[src/hw/rtl/ttb_pkg.sv]
package ttb_pkg;

  localparam int COORD_WIDTH_DEF   = 32;
  localparam int OUT_FRAC_BITS_DEF = 14;
  // magnitudes are scaled below 2^NORM_BITS before the length is taken
  localparam int NORM_BITS         = 30;

  typedef enum logic [3:0] {
    S_IDLE,
    S_LOAD,
    S_MUL,
    S_CHK,
    S_VLOAD,
    S_SCALE,
    S_SQLOAD,
    S_SQ,
    S_ROOT,
    S_DIVLOAD,
    S_DIV,
    S_DONE
  } ttb_state_t;

  typedef struct packed {
    logic in_ready;
    logic mul_step;
  } ttb_ctrl_t;

endpackage

[src/hw/rtl/triangle_tangent_binormal_top.sv]
// Per-triangle tangent and binormal generator.
// Input channel (in_*): one corner vertex per transfer, corners of a
// triangle list in order. in_tdata packs pos_x, pos_y, pos_z, tex_u, tex_v
// (COORD_WIDTH bits each, two's complement). The first two corners of a
// triangle are stored as they are taken; the third starts the computation.
// Result channel (out_*): one transfer per triangle with the unit tangent
// and unit binormal in signed Q1.OUT_FRAC_BITS, plus tuser flags.
// After the third corner, the seven cross terms are formed on a single
// bit-serial multiplier and the determinant is checked. Per vector the
// components are then scaled, squared and summed, the length is taken by
// a bit-pair square root and each component is divided by a restoring
// divider; the results then go to the output register. in_tready is low
// while a triangle is being worked on, so no new corner is taken then.
// Reset (synchronous, rst_n low) empties the corner buffer and drops any
// pending result. A stalled receiver keeps out_tvalid and the data steady;
// corners are still taken and a finished triangle waits in the last state
// until the output register is free.
module triangle_tangent_binormal_top
  import ttb_pkg::*;
#(
  parameter int COORD_WIDTH   = COORD_WIDTH_DEF,
  parameter int OUT_FRAC_BITS = OUT_FRAC_BITS_DEF
) (
  input  logic clk,
  input  logic rst_n,
  input  logic in_tvalid,
  output logic in_tready,
  // pos_x, pos_y, pos_z, tex_u, tex_v from bit 0 up
  input  logic [((5*COORD_WIDTH+7)/8)*8-1:0] in_tdata,
  output logic out_tvalid,
  input  logic out_tready,
  // tangent_x, tangent_y, tangent_z, binormal_x, binormal_y, binormal_z
  output logic [((6*(OUT_FRAC_BITS+2)+7)/8)*8-1:0] out_tdata,
  // degenerate_uv, zero_length
  output logic [1:0] out_tuser
);

  localparam int W      = COORD_WIDTH;
  localparam int OF     = OUT_FRAC_BITS;
  localparam int D      = W + 1;
  localparam int VW     = 2 * D + 1;
  localparam int NB     = NORM_BITS;
  localparam int MW     = (D > NB) ? D : NB;
  localparam int OW     = OF + 2;
  localparam int QB     = OF + 1;
  localparam int LW     = NB + 1;
  localparam int SUMW   = 2 * NB + 2;
  localparam int RTS    = SUMW / 2;
  localparam int RMW    = LW + 3;
  localparam int NW     = NB + OF + 2;
  localparam int DRW    = LW + 2;
  localparam int OUT_DW = ((6 * OW + 7) / 8) * 8;
  localparam int CW     = $clog2(MW + 1);

  function automatic logic [D-1:0] abs_d(input logic [D-1:0] x);
    abs_d = x[D-1] ? (~x + 1'b1) : x;
  endfunction

  function automatic logic [VW-1:0] abs_v(input logic [VW-1:0] x);
    abs_v = x[VW-1] ? (~x + 1'b1) : x;
  endfunction

  ttb_state_t state_r, state_nxt;
  ttb_ctrl_t  ctrl;

  logic [1:0]    corner_cnt_r;
  logic [W-1:0]  pos_r [2][3];
  logic [W-1:0]  tex_r [2][2];
  logic [W-1:0]  in_p  [3];
  logic [W-1:0]  in_t  [2];

  logic [D-1:0]  e1_r [3];
  logic [D-1:0]  e2_r [3];
  logic [D-1:0]  d1u_r, d1v_r, d2u_r, d2v_r;

  logic [2:0]    op_r;
  logic          ph_r;
  logic [CW-1:0] cnt_r;
  logic [1:0]    idx;
  logic [D-1:0]  opa, opb, op_a0, op_b0, op_a1, op_b1;

  logic [MW-1:0]   mcand_r;
  logic [2*MW-1:0] prod_r, prod_nxt;
  logic [MW:0]     msum;
  logic            mneg_r;
  logic [VW-1:0]   pmag, psign;
  logic            mul_done;

  logic [VW-1:0] t_r;
  logic [VW-1:0] vec_r [7];
  logic          flip_r, vsel_r;
  logic [1:0]    comp_r;
  logic [VW-1:0] c_r [3];
  logic          cneg_r [3];
  logic [VW-1:0] vsrc [3];
  logic [VW-1:0] call;
  logic          vzero;

  logic [SUMW-1:0] sum_r, rad_r, sum_add;
  logic [RMW-1:0]  rem_r, remsh, trial;
  logic [LW-1:0]   root_r;
  logic            root_ge;

  logic [NW-1:0]   nnum;
  logic [DRW-1:0]  drem_r, dt, dv;
  logic            dge;
  logic [QB-1:0]   nq_r, qv;
  logic [OW-1:0]   qo;

  logic [OW-1:0] res_t_r [3];
  logic [OW-1:0] res_b_r [3];
  logic          dg_r, zl_r;
  logic          out_valid_r;
  logic [OUT_DW-1:0] out_data_r;
  logic [1:0]    out_user_r;
  logic          out_load;

  assign in_p[0] = in_tdata[W-1:0];
  assign in_p[1] = in_tdata[2*W-1:W];
  assign in_p[2] = in_tdata[3*W-1:2*W];
  assign in_t[0] = in_tdata[4*W-1:3*W];
  assign in_t[1] = in_tdata[5*W-1:4*W];

  // operand pairs of the seven cross terms: det, tangent x/y/z, binormal x/y/z
  always_comb begin
    case (op_r)
      3'd1, 3'd4: idx = 2'd0;
      3'd2, 3'd5: idx = 2'd1;
      default:    idx = 2'd2;
    endcase
    case (op_r)
      3'd0: begin
        op_a0 = d1u_r; op_b0 = d2v_r; op_a1 = d1v_r; op_b1 = d2u_r;
      end
      3'd1, 3'd2, 3'd3: begin
        op_a0 = d2v_r; op_b0 = e1_r[idx]; op_a1 = d1v_r; op_b1 = e2_r[idx];
      end
      default: begin
        op_a0 = d1u_r; op_b0 = e2_r[idx]; op_a1 = d2u_r; op_b1 = e1_r[idx];
      end
    endcase
    opa = ph_r ? op_a1 : op_a0;
    opb = ph_r ? op_b1 : op_b0;
  end

  // shift-add multiplier, one multiplier bit per cycle
  assign msum     = {1'b0, prod_r[2*MW-1:MW]} + (prod_r[0] ? {1'b0, mcand_r} : '0);
  assign prod_nxt = {msum, prod_r[MW-1:1]};
  assign mul_done = (cnt_r == CW'(MW - 1));
  assign pmag     = VW'(prod_nxt[2*D-1:0]);
  assign psign    = mneg_r ? (~pmag + 1'b1) : pmag;
  assign sum_add  = sum_r + SUMW'(prod_nxt[2*NB-1:0]);

  always_comb begin
    for (int k = 0; k < 3; k++) begin
      vsrc[k] = vsel_r ? vec_r[4+k] : vec_r[1+k];
    end
    vzero = (vsrc[0] == '0) && (vsrc[1] == '0) && (vsrc[2] == '0);
  end
  assign call = c_r[0] | c_r[1] | c_r[2];

  // square root, two radicand bits per cycle
  assign remsh   = {rem_r[RMW-3:0], rad_r[SUMW-1:SUMW-2]};
  assign trial   = RMW'({root_r, 2'b01});
  assign root_ge = (remsh >= trial);

  // restoring divide of (c << (OF+1)) + len by 2*len
  assign nnum = (NW'(c_r[comp_r][NB-1:0]) << (OF + 1)) + NW'(root_r);
  assign dt   = {drem_r[LW:0], nq_r[QB-1]};
  assign dv   = DRW'({root_r, 1'b0});
  assign dge  = (dt >= dv);
  assign qv   = {nq_r[QB-2:0], dge};
  assign qo   = cneg_r[comp_r] ? (~OW'(qv) + 1'b1) : OW'(qv);

  assign out_load = (state_r == S_DONE) && (!out_valid_r || out_tready);

  // next state
  always_comb begin
    state_nxt = state_r;
    case (state_r)
      S_IDLE:
        if (in_tvalid && corner_cnt_r == 2'd2) state_nxt = S_LOAD;
      S_LOAD:
        state_nxt = S_MUL;
      S_MUL:
        if (mul_done) state_nxt = (ph_r && op_r == 3'd6) ? S_CHK : S_LOAD;
      S_CHK:
        state_nxt = (vec_r[0] == '0) ? S_DONE : S_VLOAD;
      S_VLOAD:
        if (!vzero) state_nxt = S_SCALE;
        else if (vsel_r) state_nxt = S_DONE;
      S_SCALE:
        if (call[VW-1:NB] == '0) state_nxt = S_SQLOAD;
      S_SQLOAD:
        state_nxt = S_SQ;
      S_SQ:
        if (mul_done) state_nxt = (comp_r == 2'd2) ? S_ROOT : S_SQLOAD;
      S_ROOT:
        if (cnt_r == CW'(RTS - 1)) state_nxt = S_DIVLOAD;
      S_DIVLOAD:
        state_nxt = S_DIV;
      S_DIV:
        if (cnt_r == CW'(QB - 1)) begin
          if (comp_r != 2'd2) state_nxt = S_DIVLOAD;
          else state_nxt = vsel_r ? S_DONE : S_VLOAD;
        end
      S_DONE:
        if (!out_valid_r || out_tready) state_nxt = S_IDLE;
      default:
        state_nxt = S_IDLE;
    endcase
  end

  // control outputs
  always_comb begin
    ctrl = '0;
    case (state_r)
      S_IDLE:       ctrl.in_ready = 1'b1;
      S_MUL, S_SQ:  ctrl.mul_step = 1'b1;
      default:      ctrl = '0;
    endcase
  end

  assign in_tready = ctrl.in_ready;

  always_ff @(posedge clk) begin
    if (!rst_n) begin
      state_r      <= S_IDLE;
      corner_cnt_r <= 2'd0;
      out_valid_r  <= 1'b0;
    end else begin
      state_r <= state_nxt;
      if (in_tvalid && ctrl.in_ready) begin
        corner_cnt_r <= (corner_cnt_r == 2'd2) ? 2'd0 : corner_cnt_r + 2'd1;
      end
      if (out_load) out_valid_r <= 1'b1;
      else if (out_tready) out_valid_r <= 1'b0;
    end
  end

  always_ff @(posedge clk) begin
    if (in_tvalid && ctrl.in_ready) begin
      if (corner_cnt_r != 2'd2) begin
        for (int k = 0; k < 3; k++) pos_r[corner_cnt_r[0]][k] <= in_p[k];
        for (int k = 0; k < 2; k++) tex_r[corner_cnt_r[0]][k] <= in_t[k];
      end else begin
        for (int k = 0; k < 3; k++) begin
          e1_r[k] <= {pos_r[1][k][W-1], pos_r[1][k]} - {pos_r[0][k][W-1], pos_r[0][k]};
          e2_r[k] <= {in_p[k][W-1], in_p[k]} - {pos_r[0][k][W-1], pos_r[0][k]};
        end
        d1u_r <= {tex_r[1][0][W-1], tex_r[1][0]} - {tex_r[0][0][W-1], tex_r[0][0]};
        d1v_r <= {tex_r[1][1][W-1], tex_r[1][1]} - {tex_r[0][1][W-1], tex_r[0][1]};
        d2u_r <= {in_t[0][W-1], in_t[0]} - {tex_r[0][0][W-1], tex_r[0][0]};
        d2v_r <= {in_t[1][W-1], in_t[1]} - {tex_r[0][1][W-1], tex_r[0][1]};
        op_r  <= 3'd0;
        ph_r  <= 1'b0;
      end
    end

    // counter wraps to zero at the end of each multiply
    if (ctrl.mul_step) begin
      prod_r <= prod_nxt;
      cnt_r  <= mul_done ? '0 : cnt_r + CW'(1);
    end

    case (state_r)
      S_LOAD: begin
        mcand_r <= MW'(abs_d(opa));
        prod_r  <= {{MW{1'b0}}, MW'(abs_d(opb))};
        mneg_r  <= opa[D-1] ^ opb[D-1];
        cnt_r   <= '0;
      end
      S_MUL: begin
        if (mul_done) begin
          if (!ph_r) begin
            t_r  <= psign;
            ph_r <= 1'b1;
          end else begin
            vec_r[op_r] <= t_r - psign;
            ph_r <= 1'b0;
            op_r <= op_r + 3'd1;
          end
        end
      end
      S_CHK: begin
        for (int k = 0; k < 3; k++) begin
          res_t_r[k] <= '0;
          res_b_r[k] <= '0;
        end
        dg_r   <= (vec_r[0] == '0);
        zl_r   <= 1'b0;
        flip_r <= vec_r[0][VW-1];
        vsel_r <= 1'b0;
      end
      S_VLOAD: begin
        for (int k = 0; k < 3; k++) begin
          c_r[k]    <= abs_v(vsrc[k]);
          cneg_r[k] <= vsrc[k][VW-1] ^ flip_r;
        end
        if (vzero) begin
          zl_r   <= 1'b1;
          vsel_r <= 1'b1;
        end
        comp_r <= 2'd0;
        sum_r  <= '0;
      end
      S_SCALE: begin
        if (call[VW-1:NB] != '0) begin
          for (int k = 0; k < 3; k++) c_r[k] <= c_r[k] >> 1;
        end
      end
      S_SQLOAD: begin
        mcand_r <= MW'(c_r[comp_r][NB-1:0]);
        prod_r  <= {{MW{1'b0}}, MW'(c_r[comp_r][NB-1:0])};
        mneg_r  <= 1'b0;
        cnt_r   <= '0;
      end
      S_SQ: begin
        if (mul_done) begin
          sum_r <= sum_add;
          if (comp_r == 2'd2) begin
            rad_r  <= sum_add;
            rem_r  <= '0;
            root_r <= '0;
            comp_r <= 2'd0;
          end else begin
            comp_r <= comp_r + 2'd1;
          end
        end
      end
      S_ROOT: begin
        rem_r  <= root_ge ? (remsh - trial) : remsh;
        root_r <= {root_r[LW-2:0], root_ge};
        rad_r  <= rad_r << 2;
        cnt_r  <= cnt_r + 1'b1;
      end
      S_DIVLOAD: begin
        drem_r <= DRW'(nnum[NW-1:QB]);
        nq_r   <= nnum[QB-1:0];
        cnt_r  <= '0;
      end
      S_DIV: begin
        drem_r <= dge ? (dt - dv) : dt;
        nq_r   <= qv;
        cnt_r  <= cnt_r + 1'b1;
        if (cnt_r == CW'(QB - 1)) begin
          if (vsel_r) res_b_r[comp_r] <= qo;
          else res_t_r[comp_r] <= qo;
          if (comp_r == 2'd2) vsel_r <= 1'b1;
          else comp_r <= comp_r + 2'd1;
        end
      end
      default: begin
      end
    endcase

    if (out_load) begin
      out_data_r <= OUT_DW'({res_b_r[2], res_b_r[1], res_b_r[0],
                             res_t_r[2], res_t_r[1], res_t_r[0]});
      out_user_r <= {zl_r, dg_r};
    end
  end

  assign out_tvalid = out_valid_r;
  assign out_tdata  = out_data_r;
  assign out_tuser  = out_user_r;

endmodule

[config.mk]
export PLATFORM = sky130hd
export DESIGN_NAME = triangle_tangent_binormal_top
export DESIGN_NICKNAME = d
export VERILOG_FILES = /design/src/hw/rtl/ttb_pkg.sv /design/src/hw/rtl/triangle_tangent_binormal_top.sv
export SDC_FILE = /design/constraint.sdc
export NUM_CORES = 2
export LEC_CHECK = 0
export BUFFER_PORTS_ARGS = -buffer_cell sky130_fd_sc_hd__buf_2
export CAP_MARGIN = 20
export CORE_MARGIN = 8
export CORE_UTILIZATION = 60
export CTS_BUF_LIST = sky130_fd_sc_hd__clkbuf_8 sky130_fd_sc_hd__clkbuf_16
export CTS_CLUSTER_DIAMETER = 150
export DETAILED_ROUTE_END_ITERATION = 10
export PLACE_DENSITY_LB_ADDON = 0.15
export REMOVE_ABC_BUFFERS = 1
export SETUP_SLACK_MARGIN = 0.5
export SYNTH_ARGS = -nofsm -noshare
export SYNTH_HDL_FRONTEND = slang
export SYNTH_SLANG_ARGS = --single-unit
[constraint.sdc]
create_clock -name clk -period 18.75 [get_ports clk]
set_input_delay 1.875 -clock clk [delete_from_list [all_inputs] [get_ports clk]]
set_output_delay 1.875 -clock clk [all_outputs]
set_load 0.02 [all_outputs]
# After elaboration in Yosys (flattened, before gate mapping)
# Memories as Yosys holds them, arrays and structs flattened. A register that Yosys moved wholly into a read port is not among the register bits.
# Index checks and enable logic that the tools add are counted.
# word_totals
register_bits,558
ram_bits,1287
in_bits,164
output_inout_bits,100
wordCells,277
mem_count,9
# mem_list
name,words,width,rd,rd_clocked_by_memory_dff,wr,line,rtl
vec_r,7,67,7,0,1,triangle_tangent_binormal_top.sv:90,logic [VW-1:0] vec_r [7];
c_r,3,67,4,1,3,triangle_tangent_binormal_top.sv:93,logic [VW-1:0] c_r [3];
pos_r,2,96,2,0,1,triangle_tangent_binormal_top.sv:67,logic [W-1:0] pos_r [2][3];
tex_r,2,64,2,0,1,triangle_tangent_binormal_top.sv:68,logic [W-1:0] tex_r [2][2];
e1_r,3,33,1,0,3,triangle_tangent_binormal_top.sv:72,logic [D-1:0] e1_r [3];
e2_r,3,33,1,0,3,triangle_tangent_binormal_top.sv:73,logic [D-1:0] e2_r [3];
3 more memories,n/a,n/a,n/a,n/a,n/a,n/a,
# classes
addsub,27
n_lt_le_gt_ge,2
eq_ne,36
muxes,116
bitwise,18
reduce_logical,43
# ops
op,count
$mux W67,10
$sub A32 B32 Y33,10
$add A67 B1 Y67 const B,4
$logic_not A67 Y1,4
$pmux W62 S2,2
$mux W33,7
$not A67 Y67,3
$pmux W33 S2,3
$mux W62,3
$or A67 B67 Y67,2
$pmux W66 S2,1
$mux W32,4
$pmux W32 S2,2
$not A66 Y67,1
$sub A67 B67 Y67,1
$add A33 B1 Y33 const B,2
$mux W66,1
$not A33 Y33,2
$sub A32 B32 Y32,2
$add A62 B60 Y62,1
$mux W31,2
$pmux W31 S2,1
$mux W4,13
$mux W16,3
other kinds (54),158

# Longest topological paths before layout
# An unclocked memory read counts as a cell.
# depth
word_depth,10
mapped_depth,29
mapped_depth_nobuf,27

# Least setup slack after synthesis
# OpenSTA, ideal clock, no wires.
# synth_timing
path_kind,in2reg
start,input port in_tvalid
end,memory pos_r[0][0] (netlist name) (enable)
setup_time_ps,879
arrival_ps,12862
required_time_ps,17871
setup_slack_ps,5009
path_stages,2
path_buffers,0
path_cell_list,nand2_1 -> nor3_1
# synth_via
elab_chain_cells,3
# synth_lines
element,line,rtl
"start, declared",triangle_tangent_binormal_top.sv:26,"input logic in_tvalid,"
$logic_and A1 B1 Y1,triangle_tangent_binormal_top.sv:242,if (in_tvalid && ctrl.in_ready) begin
$mux W1,triangle_tangent_binormal_top.sv:242,
$mux W1 (implied by the code),triangle_tangent_binormal_top.sv:244,for (int k = 0; k < 3; k++) pos_r[corner_cnt_r[0]][k] <= in_p[k];
"end, declared",triangle_tangent_binormal_top.sv:67,
# Every way passes these cells.

# Final worst setup path
# layout_timing
start,register prod_r[0]
end,"memory vec_r[4][55] (netlist name), data pin"
# layout_via
elab_chain_cells,6
# layout_lines
element,line,rtl
"start, declared",triangle_tangent_binormal_top.sv:83,"logic [2*MW-1:0] prod_r, prod_nxt;"
"start signal, assigned",triangle_tangent_binormal_top.sv:262,prod_r <= prod_nxt;
"start signal, assigned",triangle_tangent_binormal_top.sv:269,"prod_r <= {{MW{1'b0}}, MW'(abs_d(opb))};"
"start signal, assigned",triangle_tangent_binormal_top.sv:314,"prod_r <= {{MW{1'b0}}, MW'(c_r[comp_r][NB-1:0])};"
$mux W33 (*),triangle_tangent_binormal_top.sv:147,"assign msum = {1'b0, prod_r[2*MW-1:MW]} + (prod_r[0] ? {1'b0, mcand_r} : '0);"
$add A33 B33 Y34 (*),triangle_tangent_binormal_top.sv:147,
$not A66 Y67,triangle_tangent_binormal_top.sv:151,assign psign = mneg_r ? (~pmag + 1'b1) : pmag;
$add A67 B1 Y67,triangle_tangent_binormal_top.sv:151,
$mux W67 (*),triangle_tangent_binormal_top.sv:151,
named net psign[46],triangle_tangent_binormal_top.sv:86,"logic [VW-1:0] pmag, psign;"
$sub A67 B67 Y67 (*),triangle_tangent_binormal_top.sv:279,vec_r[op_r] <= t_r - psign;
"end, declared",triangle_tangent_binormal_top.sv:90,
# The timed path passes the listed nets; every way through them passes the cells marked *.

==> impl_metrics.toml <==
[setup_path]
path_class = "flop to flop"
r2r_end = "vec_r[4][55]"
r2r_slack_ns = 11.18
critPathSlowestCell = "or4_4"
r2r-start = "prod_r[0]"
end_kind = "flop"
worstPathArrival_ns = 8.18
crit_required_ns = 19.36
reg2regPathDepth = 26
cp_slowest_stage_delay_ns = 0.58
path_max_fanout = 33
crit_path_start_kind = "flop"

[sta]
finalHoldViolCount = 0
hold_ws_ns = 0.4048
finalMaxSlewViolations = 0
setup_tns_ns = 0
period_share = 0.4038
max_clock_freq_mhz = 132.1
worstMarginPinSlew_ns = 1.238
rsz0062_at_grt = "false"
maxSlewHeadroom = 0.1667
clock-skew-final_ns = 0.04448
setup_viol = 0
period_minus_slack_ns = 7.572

[detailed_routing]
drt_iter0_markers = 7431
viasPerCell = 6.140
wl_um = 288100
vias = 76860
antenna_left = 0
wire_per_inst_um = 23.01
drc = 0
first_pass_iters = 9

[cells_and_area]
final_common_cell = "edfxtp_1"
design_area_um2 = 118300
post-route-util = 0.6646
final_nets = 10710
nFillCells = 13500
syn2layout_area_growth_pct = 10.34
multiInputGateArea_um2 = 46250
seqCellArea_um2 = 58220
drive_above_1_share = 0.08670
layout_common_cells = "edfxtp_1, nand2_1, nor2_1"
fin_cells = 12520

[cts]
hold_buffers = 0
cts_buffers = 205
clk_latency_ns = 0.86
cts_tree = "yes"
htree_levels = 4
post_cts_resized = 0
cts_setup_buffers = 0
cts_buffer_depth = 3
path_clk_slew_ns = 0.08
cts_sinks = 1943
cts-root-buf = "clkbuf_16"

[power_and_ir_drop]
p_leak_nw = 44.94
p_per_area_nw_per_um2 = 193.3
peakVddDrop_mv = 0.2111

[placed_design]
gp_congestion = 0.9546
placed_cell_area_um2 = 111400
hpwl_um = 213900
port-buffer-count = 263
dp.cells = 12100

[logic_synthesis]
netlist_instances = 9679
avgSynthCellArea_um2 = 11.08
async_reset_ff_frac = 0
synth-edff-count = 1930
synthFlopType = "edfxtp_1"
synth_cell_type_count = 104
synth_area_um2 = 107200
synth_seq_cells = 1943
seq_area_frac_synth = 0.5428
ys_warn_count = 0

[global_route]
grt_start_max_net_pins = 229
grt_usage = 0.2902
grt_pass1_wl_um = 436300
grt-ovfl-total = 0
antenna_found_initial = 42
grt_pass1_vias = 75960

[hold_path]
hold_depth = 0
min_path_type = "flop to flop"
min_to = "out_tdata[84]"
hold_start = "res_b_r[2][4]"

[floorplan]
std_cell_rows = 155
ioPinCount = 264
die_y_um = 438.8
start_util = 0.6024
coreArea_um2 = 178000
design.die.area_um2 = 192500
die_x_um = 438.8

[run_status]
status = "finished, final reports clean"

[job]
drv_cap = 0
area by class of cell:
cell class,count,share of cell area
repair buffers,367,0.01815
multi-input cells,6935,0.3909
inverters,506,0.01611
flip-flops and latches,1943,0.4920
diodes,24,0.0005076
well taps,2355,0.02490
clock buffers,205,0.04335
clock inverters,182,0.01406
worst max-delay path by stage:
stage / to / cells after the start / from / slack [ns]
after detailed placement: vec_r[3][55] / 26 / prod_r[0] / 11.19
final: vec_r[4][55] / 26 / prod_r[0] / 11.18
after global placement: vec_r[1][63] / 27 / prod_r[0] / 11.21
after CTS: vec_r[4][55] / 26 / prod_r[0] / 11.18
after floorplan: c_r[0][0] / 4 / state_r[0] / -10.76
after global routing: vec_r[4][55] / 26 / prod_r[0] / 10.54
where the power goes:
part | internal [mW] | total, mW | switching, mW | leakage (nW)
logic | 3.73 | 11.5 | 7.80 | 24.0
registers | 6.96 | 7.23 | 0.277 | 17.5
clock network | 2.33 | 4.10 | 1.77 | 3.42
total | 13.0 | 22.9 | 9.85 | 44.9
cells by family (layout without fill, tap and decap cells):
family                     Yosys count  in the layout  synth area share
xor gates and xnor gates           749            749           0.06117
AOI/OAI and AO/OA                 2278           2278            0.1320
DFF                               1943           1943            0.5428
and+or+nand+nor                   2900           2900            0.1257
adders and majority gates          593            593           0.07010
buffers and inverters              801           1260           0.02865
muxes                              415            415           0.03956
other                                0             24                 0
metal layers:
metal	wire, um	up-vias	track usage
met2	140700	2660	0.4987
li1	-	36260	-
met1	115400	37280	0.3674
met4	14000	18	0.1254
met5	120	-	0
met3	17880	645	0.04269
synthesized netlist by cell type (13+ instances only):
library cell | n | area share
o211ai_1 | 122 | 0.0085
a21boi_0 | 56 | 0.0039
nand2_1 | 932 | 0.033
edfxtp_1 | 1930 | 0.54
or2_2 | 39 | 0.0023
nor3_1 | 197 | 0.0092
a31oi_1 | 67 | 0.0039
o221ai_1 | 22 | 0.0018
mux2_2 | 71 | 0.0075
and4_1 | 13 | 0.0011
nand4_1 | 60 | 0.0035
o21bai_1 | 56 | 0.0039
fa_1 | 15 | 0.0028
clkbuf_1 | 231 | 0.0081
o21ai_0 | 752 | 0.035
o21ai_1 | 15 | 0.00070
and3_1 | 86 | 0.0050
xnor2_1 | 447 | 0.037
o31a_1 | 18 | 0.0015
o41ai_1 | 27 | 0.0022
a211oi_1 | 50 | 0.0035
a21o_1 | 205 | 0.014
inv_1 | 505 | 0.018
nand3_1 | 185 | 0.0086
and2_1 | 92 | 0.0054
o21a_1 | 83 | 0.0058
or3_1 | 65 | 0.0038
a311oi_1 | 20 | 0.0016
a31o_2 | 17 | 0.0014
dfxtp_1 | 13 | 0.0024
nor2_1 | 838 | 0.029
mux2i_1 | 344 | 0.032
a211o_1 | 20 | 0.0016
nor2b_1 | 105 | 0.0061
o31ai_1 | 55 | 0.0039
buf_1 | 29 | 0.0010
nor3b_1 | 39 | 0.0027
a21oi_1 | 556 | 0.026
nor4_1 | 84 | 0.0049
ha_1 | 572 | 0.067
nand2b_1 | 100 | 0.0058
xor2_1 | 302 | 0.025
buf_2 | 29 | 0.0014
o2111ai_1 | 16 | 0.0013
worst max-delay path, delay by kind of cell, from the launching register on:
| family | cells | cell delay [ns] |
|---|---|---|
| adders and majority gates | 5 | 1.84 |
| buffers and inverters | 2 | 0.30 |
| DFF | 1 | 0.35 |
| AOI/OAI and AO/OA | 9 | 2.30 |
| xor gates and xnor gates | 2 | 0.55 |
| and+or+nand+nor | 8 | 1.96 |
registers in the layout, indices dropped and copies added (netlist names), 33 cells and up, named ones only:
register,flops
e1_r,99
res_b_r,48
c_r,201
out_tdata,96
vec_r,469
sum_r,62
prod_r,66
d1u_r,33
t_r,67
d2v_r,33
res_t_r,48
tex_r,128
mcand_r,33
pos_r,192
d1v_r,33
d2u_r,33
rad_r,62
e2_r,99
metrics by stage:
step / total power [mW] / worst slack [ns]
global placement: 18.37 / 11.21
detailed placement: 18.68 / 11.19
global route: 24.10 / 10.54
finish: 22.87 / 11.18
floorplan: 15.07 / -10.76
CTS: 22.81 / 11.18
Note: power is estimated with default switching activity, not from simulation.
